<file path="src/rtl/ssc_pkg.sv">
`default_nettype none
// ----------------------------------------------------------------------------
// ssc_pkg
// shared constants, types and the cordic arctangent table for the
// scan segment centroid core
// ----------------------------------------------------------------------------
package ssc_pkg;

    localparam int MAX_SAMPLES  = 1024;
    localparam int CORDIC_STEPS = 14;
    localparam int CORDIC_W     = 34;
    localparam int ITER_W       = $clog2(CORDIC_STEPS);
    localparam int SUM_W        = 28;
    localparam int CNT_W        = 11;
    localparam int IDX_W        = 11;
    localparam int MEAN_W       = 17;
    localparam int DIV_W        = 28;
    localparam int DIV_CNT_W    = $clog2(DIV_W);

    localparam logic signed [CORDIC_W-1:0] CORDIC_START = 34'sd652032874;
    localparam logic [15:0] ANGLE_STEP_RESET = 16'd91;

    // register byte offsets, bit 2 of paddr selects the word
    localparam logic REG_ANGLE_STEP = 1'b0;

    // arctangent of 2^-i in 1/65536 turn
    function automatic logic signed [15:0] atan_turn(input logic [ITER_W-1:0] i);
        logic signed [15:0] r;
        unique case (i)
            4'd0:    r = 16'sd8192;
            4'd1:    r = 16'sd4836;
            4'd2:    r = 16'sd2555;
            4'd3:    r = 16'sd1297;
            4'd4:    r = 16'sd651;
            4'd5:    r = 16'sd326;
            4'd6:    r = 16'sd163;
            4'd7:    r = 16'sd81;
            4'd8:    r = 16'sd41;
            4'd9:    r = 16'sd20;
            4'd10:   r = 16'sd10;
            4'd11:   r = 16'sd5;
            4'd12:   r = 16'sd3;
            4'd13:   r = 16'sd1;
            default: r = 16'sd0;
        endcase
        return r;
    endfunction

    typedef enum logic [8:0] {
        ST_IDLE  = 9'b000000001,
        ST_TRIG  = 9'b000000010,
        ST_MULX  = 9'b000000100,
        ST_MULY  = 9'b000001000,
        ST_ACCY  = 9'b000010000,
        ST_CLOSE = 9'b000100000,
        ST_DIVX  = 9'b001000000,
        ST_DIVY  = 9'b010000000,
        ST_OUT   = 9'b100000000
    } state_t;

    // handshake with an iterative unit
    typedef struct packed {
        logic start;
    } unit_req_t;

    typedef struct packed {
        logic busy;
        logic done;
    } unit_rsp_t;

endpackage
`default_nettype wire

</file>
<file path="src/rtl/ssc_cordic.sv">
`default_nettype none
// ----------------------------------------------------------------------------
// ssc_cordic
// rotation-mode cordic, one micro-rotation per cycle, q1.15 cos and sin out
// ----------------------------------------------------------------------------
module ssc_cordic
    import ssc_pkg::*;
(
    input  wire logic               clk,
    input  wire logic               rst_n,
    input  wire unit_req_t          req,
    input  wire logic [15:0]        angle,
    output unit_rsp_t               rsp,
    output logic signed [15:0]      cos_q15,
    output logic signed [15:0]      sin_q15
);

    logic signed [CORDIC_W-1:0] x_reg, x_next;
    logic signed [CORDIC_W-1:0] y_reg, y_next;
    logic signed [15:0]         z_reg, z_next;
    logic [1:0]                 quad_reg, quad_next;
    logic [ITER_W-1:0]          iter_reg, iter_next;
    logic                       busy_reg, busy_next;
    logic                       done_reg, done_next;

    logic signed [CORDIC_W-1:0] dx, dy;
    logic signed [15:0]         cc, ss;

    // round to q1.15 with clamp
    function automatic logic signed [15:0] to_q15(input logic signed [CORDIC_W-1:0] v);
        logic signed [CORDIC_W-1:0] r;
        logic signed [15:0]         q;
        r = (v + 34'sd16384) >>> 15;
        if (r > 34'sd32767)       q = 16'sd32767;
        else if (r < -34'sd32768) q = -16'sd32768;
        else                      q = r[15:0];
        return q;
    endfunction

    always_comb
    begin
        dx = y_reg >>> iter_reg;
        dy = x_reg >>> iter_reg;
        x_next    = x_reg;
        y_next    = y_reg;
        z_next    = z_reg;
        quad_next = quad_reg;
        iter_next = iter_reg;
        busy_next = busy_reg;
        done_next = 1'b0;
        if (req.start)
        begin
            x_next    = CORDIC_START;
            y_next    = '0;
            z_next    = {2'b00, angle[13:0]};
            quad_next = angle[15:14];
            iter_next = '0;
            busy_next = 1'b1;
        end
        else if (busy_reg)
        begin
            if (!z_reg[15])
            begin
                x_next = x_reg - dx;
                y_next = y_reg + dy;
                z_next = z_reg - atan_turn(iter_reg);
            end
            else
            begin
                x_next = x_reg + dx;
                y_next = y_reg - dy;
                z_next = z_reg + atan_turn(iter_reg);
            end
            iter_next = iter_reg + 1'b1;
            if (iter_reg == ITER_W'(CORDIC_STEPS - 1))
            begin
                busy_next = 1'b0;
                done_next = 1'b1;
            end
        end
    end

    always_ff @(posedge clk or negedge rst_n)
    begin
        if (!rst_n)
        begin
            busy_reg <= 1'b0;
            done_reg <= 1'b0;
        end
        else
        begin
            busy_reg <= busy_next;
            done_reg <= done_next;
        end
    end

    always_ff @(posedge clk)
    begin
        x_reg    <= x_next;
        y_reg    <= y_next;
        z_reg    <= z_next;
        quad_reg <= quad_next;
        iter_reg <= iter_next;
    end

    // quadrant fold by swap and negate
    always_comb
    begin
        cc = to_q15(x_reg);
        ss = to_q15(y_reg);
        unique case (quad_reg)
            2'd0:    begin cos_q15 = cc;  sin_q15 = ss;  end
            2'd1:    begin cos_q15 = -ss; sin_q15 = cc;  end
            2'd2:    begin cos_q15 = -cc; sin_q15 = -ss; end
            default: begin cos_q15 = ss;  sin_q15 = -cc; end
        endcase
    end

    assign rsp.busy = busy_reg;
    assign rsp.done = done_reg;

endmodule
`default_nettype wire

</file>
<file path="src/rtl/ssc_divider.sv">
`default_nettype none
// ----------------------------------------------------------------------------
// ssc_divider
// restoring unsigned divider, one quotient bit per cycle
// ----------------------------------------------------------------------------
module ssc_divider
    import ssc_pkg::*;
(
    input  wire logic               clk,
    input  wire logic               rst_n,
    input  wire unit_req_t          req,
    input  wire logic [DIV_W-1:0]   dividend,
    input  wire logic [CNT_W-1:0]   divisor,
    output unit_rsp_t               rsp,
    output logic [DIV_W-1:0]        quotient
);

    logic [DIV_W-1:0]     q_reg, q_next;
    logic [CNT_W:0]       rem_reg, rem_next;
    logic [CNT_W-1:0]     dvs_reg, dvs_next;
    logic [DIV_CNT_W-1:0] cnt_reg, cnt_next;
    logic                 busy_reg, busy_next;
    logic                 done_reg, done_next;

    logic [CNT_W:0]       shifted;

    always_comb
    begin
        shifted   = {rem_reg[CNT_W-1:0], q_reg[DIV_W-1]};
        q_next    = q_reg;
        rem_next  = rem_reg;
        dvs_next  = dvs_reg;
        cnt_next  = cnt_reg;
        busy_next = busy_reg;
        done_next = 1'b0;
        if (req.start)
        begin
            q_next    = dividend;
            rem_next  = '0;
            dvs_next  = divisor;
            cnt_next  = '0;
            busy_next = 1'b1;
        end
        else if (busy_reg)
        begin
            if (shifted >= {1'b0, dvs_reg})
            begin
                rem_next = shifted - {1'b0, dvs_reg};
                q_next   = {q_reg[DIV_W-2:0], 1'b1};
            end
            else
            begin
                rem_next = shifted;
                q_next   = {q_reg[DIV_W-2:0], 1'b0};
            end
            cnt_next = cnt_reg + 1'b1;
            if (cnt_reg == DIV_CNT_W'(DIV_W - 1))
            begin
                busy_next = 1'b0;
                done_next = 1'b1;
            end
        end
    end

    always_ff @(posedge clk or negedge rst_n)
    begin
        if (!rst_n)
        begin
            busy_reg <= 1'b0;
            done_reg <= 1'b0;
        end
        else
        begin
            busy_reg <= busy_next;
            done_reg <= done_next;
        end
    end

    always_ff @(posedge clk)
    begin
        q_reg   <= q_next;
        rem_reg <= rem_next;
        dvs_reg <= dvs_next;
        cnt_reg <= cnt_next;
    end

    assign quotient = q_reg;
    assign rsp.busy = busy_reg;
    assign rsp.done = done_reg;

endmodule
`default_nettype wire

</file>
<file path="src/rtl/scan_segment_centroid_core.sv">
`default_nettype none
// ----------------------------------------------------------------------------
// scan_segment_centroid_core
// groups valid laser range samples into runs and reports each run's centroid
// ----------------------------------------------------------------------------
// sequence: a point sample runs the cordic (start, micro-rotations, done),
//   two shared multiplies, accumulate and the close check; a run-closing
//   sample adds the x and y divides and an output step before the result word
//   shows
// throughput: one sample at a time, accepted only in idle; a result word
//   stuck in the output register holds the core until it leaves
// reset: rst_n is asynchronous active low; clears sums, counts, index and
//   handshake state, angle_step returns to 91
module scan_segment_centroid_core
    import ssc_pkg::*;
(
    input  wire logic        clk,
    input  wire logic        rst_n,
    // input sample stream
    input  wire logic        s_axis_tvalid,
    output logic             s_axis_tready,
    input  wire logic [15:0] s_axis_tdata,  // [15:0] range_mm
    input  wire logic [0:0]  s_axis_tuser,  // [0] range_valid
    input  wire logic        s_axis_tlast,  // last_in_scan
    // centroid stream
    output logic             m_axis_tvalid,
    input  wire logic        m_axis_tready,
    output logic [47:0]      m_axis_tdata,  // [16:0] mean_x, [33:17] mean_y,
                                            // [44:34] point_count, rest zero
    output logic             m_axis_tlast,  // closes_scan
    // configuration
    input  wire logic        psel,
    input  wire logic        penable,
    input  wire logic        pwrite,
    input  wire logic [2:0]  paddr,
    input  wire logic [31:0] pwdata,
    output logic [31:0]      prdata,
    output logic             pready
);

    state_t state_reg, state_next;

    logic [15:0]              angle_step_reg, angle_step_next;
    logic [IDX_W-1:0]         index_reg, index_next;
    logic signed [SUM_W-1:0]  sum_x_reg, sum_x_next;
    logic signed [SUM_W-1:0]  sum_y_reg, sum_y_next;
    logic [CNT_W-1:0]         count_reg, count_next;

    // latched sample
    logic [15:0]              range_reg, range_next;
    logic                     valid_reg, valid_next;
    logic                     last_reg, last_next;
    logic [15:0]              angle_reg, angle_next;

    logic signed [32:0]       prod_reg, prod_next;
    logic signed [MEAN_W-1:0] qx_reg, qx_next;

    logic                     ovalid_reg, ovalid_next;
    logic [47:0]              odata_reg, odata_next;
    logic                     olast_reg, olast_next;

    logic                     in_fire;
    logic                     cfg_write;
    logic [26:0]              angle_prod;

    // shared multiplier operand
    logic signed [15:0]       mul_trig;
    logic signed [33:0]       round_sum;
    logic signed [17:0]       point;

    // shared divider operand
    logic signed [SUM_W-1:0]  div_src;
    logic [DIV_W-1:0]         div_mag;
    logic [DIV_W-1:0]         div_dividend;
    logic signed [DIV_W-1:0]  signed_q;
    logic signed [DIV_W-1:0]  div_neg_src;

    unit_req_t                trig_req, div_req;
    unit_rsp_t                trig_rsp, div_rsp;
    logic signed [15:0]       cos_q15, sin_q15;
    logic [DIV_W-1:0]         quotient;

    assign in_fire   = s_axis_tvalid && s_axis_tready;
    assign cfg_write = psel && penable && pwrite && pready;
    assign angle_prod = angle_step_reg * index_reg;

    ssc_cordic u_cordic
    (
        .clk     (clk),
        .rst_n   (rst_n),
        .req     (trig_req),
        .angle   (angle_reg),
        .rsp     (trig_rsp),
        .cos_q15 (cos_q15),
        .sin_q15 (sin_q15)
    );

    ssc_divider u_divider
    (
        .clk      (clk),
        .rst_n    (rst_n),
        .req      (div_req),
        .dividend (div_dividend),
        .divisor  (count_reg),
        .rsp      (div_rsp),
        .quotient (quotient)
    );

    // point coordinate from the registered product, rounded to mm
    assign round_sum = {prod_reg[32], prod_reg} + 34'sd16384;
    assign point     = round_sum[32:15];
    assign mul_trig  = (state_reg == ST_MULX) ? cos_q15 : sin_q15;

    // divider takes y while the x quotient is being captured
    assign div_src      = (state_reg == ST_CLOSE) ? sum_x_reg : sum_y_reg;
    assign div_mag      = div_src[SUM_W-1] ? DIV_W'(-div_src) : DIV_W'(div_src);
    assign div_dividend = div_mag + DIV_W'(count_reg >> 1);
    assign div_neg_src  = (state_reg == ST_DIVX) ? sum_x_reg : sum_y_reg;
    assign signed_q     = div_neg_src[SUM_W-1] ? -$signed(quotient) : $signed(quotient);

    always_comb
    begin
        state_next      = state_reg;
        angle_step_next = angle_step_reg;
        index_next      = index_reg;
        sum_x_next      = sum_x_reg;
        sum_y_next      = sum_y_reg;
        count_next      = count_reg;
        range_next      = range_reg;
        valid_next      = valid_reg;
        last_next       = last_reg;
        angle_next      = angle_reg;
        prod_next       = prod_reg;
        qx_next         = qx_reg;
        ovalid_next     = ovalid_reg;
        odata_next      = odata_reg;
        olast_next      = olast_reg;
        trig_req.start  = 1'b0;
        div_req.start   = 1'b0;

        if (cfg_write && paddr[2] == REG_ANGLE_STEP)
            angle_step_next = pwdata[15:0];

        if (ovalid_reg && m_axis_tready)
            ovalid_next = 1'b0;

        unique case (state_reg)
            ST_IDLE:
            begin
                if (in_fire)
                begin
                    range_next = s_axis_tdata;
                    valid_next = s_axis_tuser[0];
                    last_next  = s_axis_tlast;
                    angle_next = angle_prod[15:0];
                    index_next = s_axis_tlast ? '0 : index_reg + 1'b1;
                    if (s_axis_tuser[0] && count_reg < CNT_W'(MAX_SAMPLES))
                        state_next = ST_TRIG;
                    else
                        state_next = ST_CLOSE;
                end
            end
            ST_TRIG:
            begin
                // angle_reg was loaded on the previous edge
                if (!trig_rsp.busy && !trig_rsp.done)
                    trig_req.start = 1'b1;
                if (trig_rsp.done)
                    state_next = ST_MULX;
            end
            ST_MULX:
            begin
                prod_next  = $signed({1'b0, range_reg}) * mul_trig;
                state_next = ST_MULY;
            end
            ST_MULY:
            begin
                sum_x_next = sum_x_reg + SUM_W'(point);
                prod_next  = $signed({1'b0, range_reg}) * mul_trig;
                state_next = ST_ACCY;
            end
            ST_ACCY:
            begin
                sum_y_next = sum_y_reg + SUM_W'(point);
                count_next = count_reg + 1'b1;
                state_next = ST_CLOSE;
            end
            ST_CLOSE:
            begin
                if ((!valid_reg || last_reg) && count_reg != '0)
                begin
                    div_req.start = 1'b1;
                    state_next    = ST_DIVX;
                end
                else
                    state_next = ST_IDLE;
            end
            ST_DIVX:
            begin
                if (div_rsp.done)
                begin
                    qx_next       = signed_q[MEAN_W-1:0];
                    div_req.start = 1'b1;
                    state_next    = ST_DIVY;
                end
            end
            ST_DIVY:
            begin
                if (div_rsp.done)
                    state_next = ST_OUT;
            end
            ST_OUT:
            begin
                // hand the word to the output register once it is free,
                // the y quotient stays put in the idle divider meanwhile
                if (!ovalid_reg || m_axis_tready)
                begin
                    ovalid_next = 1'b1;
                    odata_next  = {3'b000, count_reg, signed_q[MEAN_W-1:0], qx_reg};
                    olast_next  = last_reg;
                    sum_x_next  = '0;
                    sum_y_next  = '0;
                    count_next  = '0;
                    state_next  = ST_IDLE;
                end
            end
            default:
                state_next = ST_IDLE;
        endcase
    end

    always_ff @(posedge clk or negedge rst_n)
    begin
        if (!rst_n)
        begin
            state_reg      <= ST_IDLE;
            angle_step_reg <= ANGLE_STEP_RESET;
            index_reg      <= '0;
            sum_x_reg      <= '0;
            sum_y_reg      <= '0;
            count_reg      <= '0;
            ovalid_reg     <= 1'b0;
        end
        else
        begin
            state_reg      <= state_next;
            angle_step_reg <= angle_step_next;
            index_reg      <= index_next;
            sum_x_reg      <= sum_x_next;
            sum_y_reg      <= sum_y_next;
            count_reg      <= count_next;
            ovalid_reg     <= ovalid_next;
        end
    end

    always_ff @(posedge clk)
    begin
        range_reg <= range_next;
        valid_reg <= valid_next;
        last_reg  <= last_next;
        angle_reg <= angle_next;
        prod_reg  <= prod_next;
        qx_reg    <= qx_next;
        odata_reg <= odata_next;
        olast_reg <= olast_next;
    end

    assign s_axis_tready = (state_reg == ST_IDLE);
    assign m_axis_tvalid = ovalid_reg;
    assign m_axis_tdata  = odata_reg;
    assign m_axis_tlast  = olast_reg;
    assign pready        = 1'b1;
    assign prdata        = (paddr[2] == REG_ANGLE_STEP) ? {16'h0000, angle_step_reg} : 32'h0;

`ifndef NO_ASSERTIONS
    // run count never passes the saturation limit
    a_count_limit: assert property (@(posedge clk) disable iff (!rst_n)
        count_reg <= CNT_W'(MAX_SAMPLES))
        else $error("run count above limit");

    // a result word always carries at least one point
    a_count_nonzero: assert property (@(posedge clk) disable iff (!rst_n)
        m_axis_tvalid |-> (m_axis_tdata[44:34] != '0))
        else $error("empty run emitted");

    // in the cycle after accepting a sample the input side is closed
    a_busy_after_accept: assert property (@(posedge clk) disable iff (!rst_n)
        in_fire |=> !s_axis_tready)
        else $error("sample accepted while busy");

    // the divider is only started when it is idle
    a_div_idle_start: assert property (@(posedge clk) disable iff (!rst_n)
        div_req.start |-> !div_rsp.busy)
        else $error("divider restarted while busy");
`endif

endmodule
`default_nettype wire

</file>
<file path="config.mk">
export PLATFORM = sky130hd
export DESIGN_NAME = scan_segment_centroid_core
export DESIGN_NICKNAME = d
export VERILOG_FILES = /design/src/rtl/ssc_pkg.sv /design/src/rtl/ssc_cordic.sv /design/src/rtl/ssc_divider.sv /design/src/rtl/scan_segment_centroid_core.sv
export SDC_FILE = /design/constraint.sdc
export NUM_CORES = 2
export LEC_CHECK = 0
export BUFFER_PORTS_ARGS = -buffer_cell sky130_fd_sc_hd__buf_2
export CAP_MARGIN = 10
export CORE_MARGIN = 2
export CORE_UTILIZATION = 30
export CTS_CLUSTER_DIAMETER = 200
export DETAILED_ROUTE_END_ITERATION = 12
export PLACE_DENSITY = 0.46
export SYNTH_ARGS = -nofsm -noshare
export SYNTH_HDL_FRONTEND = slang
export SYNTH_HIERARCHICAL = 1
export SYNTH_SLANG_ARGS = --single-unit
</file>
<file path="constraint.sdc">
create_clock -name clk -period 22 [get_ports clk]
set_input_delay 1.1 -clock clk [delete_from_list [all_inputs] [get_ports clk]]
set_output_delay 1.1 -clock clk [all_outputs]
set_load 0.02 [all_outputs]
</file>
## Word-level counts from Yosys, hierarchy flattened

Memories as Yosys holds them, arrays and structs flattened. A register that Yosys moved wholly into a read port is not among the register bits.
Cells that the tools add are included.

| operators by class | value |
|---|---|
| $add $sub $neg | 21 |
| multiply operators | 2 |
| divide/modulo/power cells | 0 |
| magnitude comparators | 6 |
| equal/unequal tests | 18 |
| shifts and indexed selects | 2 |
| mux-type cells | 65 |
| bitwise operators | 1 |
| reduce and logical (&&, ||, !) cells | 27 |

Operators by type and width:

| operator | count |
|---|---|
| 16-bit 2-to-1 mux | 13 |
| 28-bit 2-to-1 mux | 6 |
| 28-bit case mux with 2 select lines | 2 |
| 16-bit case mux with 3 select lines | 2 |
| 9-bit case mux with 9 select lines | 1 |
| 34-bit by 16-bit adder with 34-bit output (second input constant) | 2 |
| 34-bit adder | 2 |
| 34-bit 2-to-1 mux | 2 |
| 34-bit by 4-bit >>> shifter with 34-bit output | 2 |
| 34-bit subtractor | 2 |
| 28-bit by 18-bit adder with 28-bit output | 2 |
| 9-bit 2-to-1 mux | 5 |
| 19-bit by 16-bit > comparator with 1-bit output (second input constant) | 2 |
| 19-bit by 16-bit < comparator with 1-bit output (second input constant) | 2 |
| 33-bit by 16-bit adder with 33-bit output (second input constant) | 1 |
| 17-bit by 16-bit multiplier with 33-bit output | 1 |
| 11-bit 2-to-1 mux | 3 |
| 16-bit negation | 2 |
| 28-bit by 10-bit adder with 28-bit output | 1 |
| 14-bit 2-to-1 mux | 2 |
| 28-bit negation | 1 |
| 11-bit by 1-bit adder with 11-bit output (second input constant) | 2 |
| 11-bit case mux with 2 select lines | 1 |
| 1-bit 2-to-1 mux | 20 |
| other kinds (39) | 63 |

| word-level totals | value |
|---|---|
| bits in registers | 383 |
| bits in latches | 0 |
| memory bits (writable) | 0 |
| ROM bits | 448 |
| bits of input ports | 60 |
| memories | 2 |

Memories:

| name | depth | bits a word | read ports | clocked after Yosys merged registers in | wr ports | RTL line | RTL |
|---|---|---|---|---|---|---|---|
| (name not given) | 16 | 14 | 1 | 1 | 0 | ssc_pkg.sv:29 | `unique case (i)` |
| (name not given) | 16 | 14 | 1 | 1 | 0 | ssc_pkg.sv:29 |  |

## Longest topological paths before layout

| depth | value |
|---|---|
| depth after elaboration | 9 |
| gate-level depth with buffers | 44 |
| depth with buffers taken out | 40 |

## Cells and area by module

The synthesis kept the hierarchy.

Modules (own cells, without submodules):

| module | instances | cells each | area each (um^2) | sequential area each (um^2) |
|---|---|---|---|---|
| scan_segment_centroid_core | 1 | 2,649 | 25,002.7 | 6,093.3 |
| ssc_cordic | 1 | 2,078 | 16,366.9 | 2,292.2 |
| ssc_divider | 1 | 249 | 2,954.1 | 1,541.5 |

## Worst setup path before layout

Ideal clock, no wire load.

| timing path | value |
|---|---|
| path kind | register to register |
| start | register u_cordic.y_reg[22] |
| end | register prod_reg[31] (data pin) |
| setup time | 0.262 ns |
| arrival | 9.508 ns |
| slack | 12.230 ns |
| cell stages (with the launch flop) | 41 |
| buffers on the path | 6 |
| period minus slack after synthesis | 9.770 ns |
| path through | dfxtp_1 > buf_2 > and4_1 > clkbuf_1 > nand2_1 > nor4_1 > xnor2_1 > buf_2 > nand3_1 > clkbuf_1 > a21o_1 > ha_1 > clkbuf_1 > a211oi_1 > a21oi_1 > and3_1 > mux4_2 > mux2i_1 > (+5 left out) > fa_1 > inv_1 > fa_1 > fa_1 > inv_1 > fa_1 > inv_1 > ha_1 > a211oi_1 > o21ai_0 > nor4_1 > o41a_1 > o31ai_1 > a22o_1 > a221o_1 > a21oi_1 > o21bai_1 > xor2_1 |

| between the ends | value |
|---|---|
| word-level cells in the longest chain between the ends | 8 |
| elaborated cells between the ends (all ways) | 10 |
| those cells by class | add/sub: 2; mul: 1; order compare: 2; mux: 5 |

Ends and longest elaborated chain:

| item | RTL line | RTL |
|---|---|---|
| start, declared | ssc_cordic.sv:19 | `logic signed [CORDIC_W-1:0] y_reg, y_next;` |
| start signal, assigned | ssc_cordic.sv:100 | `y_reg <= y_next;` |
| 34-bit by 16-bit adder with 34-bit output (*) | ssc_cordic.sv:33 | `r = (v + 34'sd16384) >>> 15;` |
| 19-bit by 16-bit < comparator with 1-bit output | ssc_cordic.sv:35 | `else if (r < -34'sd32768) q = -16'sd32768;` |
| 16-bit 2-to-1 mux | ssc_cordic.sv:35 |  |
| 16-bit 2-to-1 mux (*) | ssc_cordic.sv:34 | `if (r > 34'sd32767) q = 16'sd32767;` |
| 16-bit negation | ssc_cordic.sv:114 | `2'd2: begin cos_q15 = -cc; sin_q15 = -ss; end` |
| 16-bit case mux with 3 select lines (*) | ssc_cordic.sv:111 | `unique case (quad_reg)` |
| via sin_q15[4] | scan_segment_centroid_core.sv:80 | `logic signed [15:0] cos_q15, sin_q15;` |
| 16-bit 2-to-1 mux (*) | scan_segment_centroid_core.sv:112 | `assign mul_trig = (state_reg == ST_MULX) ? cos_q15 : sin_q15;` |
| 17-bit by 16-bit multiplier with 33-bit output (*) | scan_segment_centroid_core.sv:173, scan_segment_centroid_core.sv:179 |  |
| end signal, assigned | scan_segment_centroid_core.sv:262 | `prod_reg <= prod_next;` |
| end, declared | scan_segment_centroid_core.sv:55 | `logic signed [32:0] prod_reg, prod_next;` |

The timed path passes the listed nets; every way through them passes the cells marked *.
A chain may end at the register's enable or synchronous reset.

## Worst setup path in the final report

| timing path | value |
|---|---|
| start | register u_cordic.x_reg[19] |
| end | register prod_reg[28] (data pin) |

| between the ends | value |
|---|---|
| word-level cells in the longest chain between the ends | 8 |
| elaborated cells between the ends (all ways) | 10 |
| those cells by class | add/sub: 2; mul: 1; order compare: 2; mux: 5 |

Ends and longest elaborated chain:

| item | RTL line | RTL |
|---|---|---|
| start, declared | ssc_cordic.sv:18 | `logic signed [CORDIC_W-1:0] x_reg, x_next;` |
| start signal, assigned | ssc_cordic.sv:99 | `x_reg <= x_next;` |
| 34-bit by 16-bit adder with 34-bit output (*) | ssc_cordic.sv:33 |  |
| 19-bit by 16-bit < comparator with 1-bit output | ssc_cordic.sv:35 |  |
| 16-bit 2-to-1 mux | ssc_cordic.sv:35 |  |
| 16-bit 2-to-1 mux (*) | ssc_cordic.sv:34 |  |
| 16-bit negation | ssc_cordic.sv:115 | `default: begin cos_q15 = ss; sin_q15 = -cc; end` |
| 16-bit case mux with 3 select lines (*) | ssc_cordic.sv:111 |  |
| via sin_q15[14] | scan_segment_centroid_core.sv:80 |  |
| 16-bit 2-to-1 mux (*) | scan_segment_centroid_core.sv:112 |  |
| 17-bit by 16-bit multiplier with 33-bit output (*) | scan_segment_centroid_core.sv:173, scan_segment_centroid_core.sv:179 |  |

Marked as above.

==> summary by stage <==
Synth
The count of yosys warnings during synthesis is 6. Counting every instance in the synthesized netlist gives 4,975. The combined area of all synthesized cells is 44,300 sq um.

A synthesized cell averages 8.91 sq um.

Cells and area
The non-filler instance count after layout is 6,918. The fraction of layout cells with a size suffix above 1 is 0.108. The area growth from synthesis to layout is 9.45%. Leaving out fill and tap cells, the most frequent cells in the layout are 567 x sky130_fd_sc_hd__nand2_1, 425 x sky130_fd_sc_hd__inv_1, 335 x sky130_fd_sc_hd__nor2_1.

The area taken by flip-flops and latches is 9940 sq um. The most frequent standard cell in the layout excluding fill and tap cells is sky130_fd_sc_hd__nand2_1. The combined area of the multi-input logic cells is 31,600 sq um. The final layout contains 5,604 nets. After filler insertion, the fill cell instance count of the layout stands at 15,495. The flip-flop count of the largest register, all copies and words added is 45.

Clocking
Clock-pin slew was measured on the worst setup and hold paths at 0.06 ns. The maximum number of buffers from clock root to sink is 3. The H-tree was split into 2 levels. The clock reaches the later pin of the worst-skew pair after 0.69 ns. The tree is rooted in a sky130_fd_sc_hd__clkbuf_16.

The number of clock sinks is 383. The number of CTS-inserted buffers is 54. TritonCTS built the clock tree. The count of instances resized after the clock tree is built is 0.

The buffer count from post-CTS setup fixing is 0. After clock tree synthesis, the flow added hold-fix buffers numbering 0.

Floorplan
The horizontal die dimension is 388 microns. The die is 388 microns tall. The full die area is 151,000 sq um.

After floorplanning, the core was divided into 141 placement rows. The core region is 147,000 sq um. The starting density of the core is 0.301. For this design the top-level I/O count stands at 144.

Global routing
The number of global-route vias before repair is 35,452. For this run, the total global-route usage over all layers was measured as 0.167. The overall overflow remaining after global route is 0. The global-route wire length before repair is 204,000 microns. The initial antenna violation count is 1. The largest net degree at the start of global routing is 76.

Timing
Hold is met by 0.374 ns. Setup violations remaining at the end of the flow were counted as 0. The count of pins over their slew limit is 0. The actual slew at the worst max-slew pin is 1.21 ns.

The final total negative setup slack is 0 ns. The final hold violation count was 0. The headroom to the max-slew limit is 0.190. For this run, the top clock speed supported by timing is 84.4 MHz. The clock tree skew after final layout is 0.0614 ns. In the finished design, the share of the clock period the worst path needs comes to 0.539.

Setup repair after global routing left no endpoint under its margin. Subtracting the final worst setup slack from the clock period gives 11.85 ns.

Worst setup path
The cell with the most instances on the worst path is sky130_fd_sc_hd__fa_1. STA puts the critical path data arrival time at 12.25 ns. The critical path is of the reg2reg type. STA classifies the critical path startpoint as a flip-flop. The number of cells on the worst reg-to-reg path is 34. The largest incremental delay on the critical path is 0.98 ns. The standard cell with the maximum stage delay on the critical path is sky130_fd_sc_hd__o31ai_1.

The internal reg-to-reg setup slack is 10.15 ns. The endpoint identified for the worst register-to-register timing path is prod_reg[28]$_DFFE_PP_. Along the worst path, the maximum fanout reaches 16. At the worst endpoint, the required time is 22.40 ns. The critical register-to-register path startpoint is u_cordic/x_reg[19]$_SDFFE_PP1P_. The capturing element type of the critical path is a flip-flop.

Drt
The antenna violation net count after detailed routing is 0. The detailed router finished its first iteration with 1,966 violations. The topmost layer with routed signal wires is met4. The count of vias placed by the detailed router is 35,669. After detailed routing, the total wire length is 127,000 microns.

After detailed routing, the number of vias per cell comes to 5.16. The met1 layer wirelength in the final routing is 61,700 microns. The routed wirelength normalized by instance count is 18.4 microns.

For this run, design rule violations remaining after detail routing come to 0. Wire segments on met3 add up to 5290 microns in the final route. Detailed routing placed a total of 57,600 microns of wire on met2. For this run, the detailed router's first-pass iteration total came to 6.

Outcome
The flow ran to the end, and the final reports show no timing, DRC or antenna violations.

Placement
At the end of routability-driven placement, the weighted congestion stood at 0.833. After detailed placement, the design holds a cell count of 6,814. The wire-length estimate of the detail-placed layout is 95,500 microns. The number of port buffers is 105.

Job
The number of max-cap violations is 0.

Min path
The path class of the tightest hold or removal check is in2async.
-- metal layers --
metal,track usage,vias up
li1,-,17297
met1,0.240,17482
met2,0.270,763
met3,0.0182,127
met4,0.0360,0
met5,0,-
-- worst max-delay path by stage --
| stage | slack, ns | cells past startpoint | start | to |
|---|---|---|---|---|
| floorplan | 12.23 | 40 | u_cordic/y_reg[22]$_SDFFE_PP0P_ | prod_reg[31]$_DFFE_PP_ |
| CTS | 10.20 | 34 | u_cordic/x_reg[19]$_SDFFE_PP1P_ | prod_reg[31]$_DFFE_PP_ |
| detailed placement | 10.29 | 34 | u_cordic/x_reg[19]$_SDFFE_PP1P_ | prod_reg[31]$_DFFE_PP_ |
| global route | 9.49 | 33 | u_cordic/x_reg[19]$_SDFFE_PP1P_ | prod_reg[26]$_DFFE_PP_ |
| global placement | 10.32 | 34 | u_cordic/x_reg[19]$_SDFFE_PP1P_ | prod_reg[31]$_DFFE_PP_ |
| finish | 10.15 | 34 | u_cordic/x_reg[19]$_SDFFE_PP1P_ | prod_reg[28]$_DFFE_PP_ |
-- worst max-delay path, delay by kind of cell (launching register included) --
kind                     cells  cell delay, ns
multiplexers                 1            0.49
adder cells (fa/ha/maj)      8            3.78
AND/OR/NAND/NOR             10            2.62
buffers and inverters        5            0.37
AO/OA/AOI/OAI                9            3.22
flip-flops                   1            0.75
XOR/XNOR                     1            0.32
-- through the flow --
stage | cell area [sq um] | setup slack, ns | utilization
after CTS | 48500 | 10.20 | 0.330
final | 48500 | 10.15 | 0.330
after detailed placement | 46600 | 10.29 | 0.316
after floorplan | 44400 | 12.23 | -
after global placement | 46600 | 10.32 | 0.316
after global routing | 48500 | 9.49 | 0.330
-- area by class of cell --
cell class / instances / share of cell area
clock buffers: 58 / 0.0290
repair buffers: 169 / 0.0209
well taps: 1930 / 0.0498
diodes: 2 / 0.000103
clock inverters: 44 / 0.0110
multi-input cells: 3901 / 0.651
inverters: 431 / 0.0334
flip-flops and latches: 383 / 0.205
Power is not shown: default switching activity piles up to over one toggle a cycle in this logic, so the estimate is an artifact.
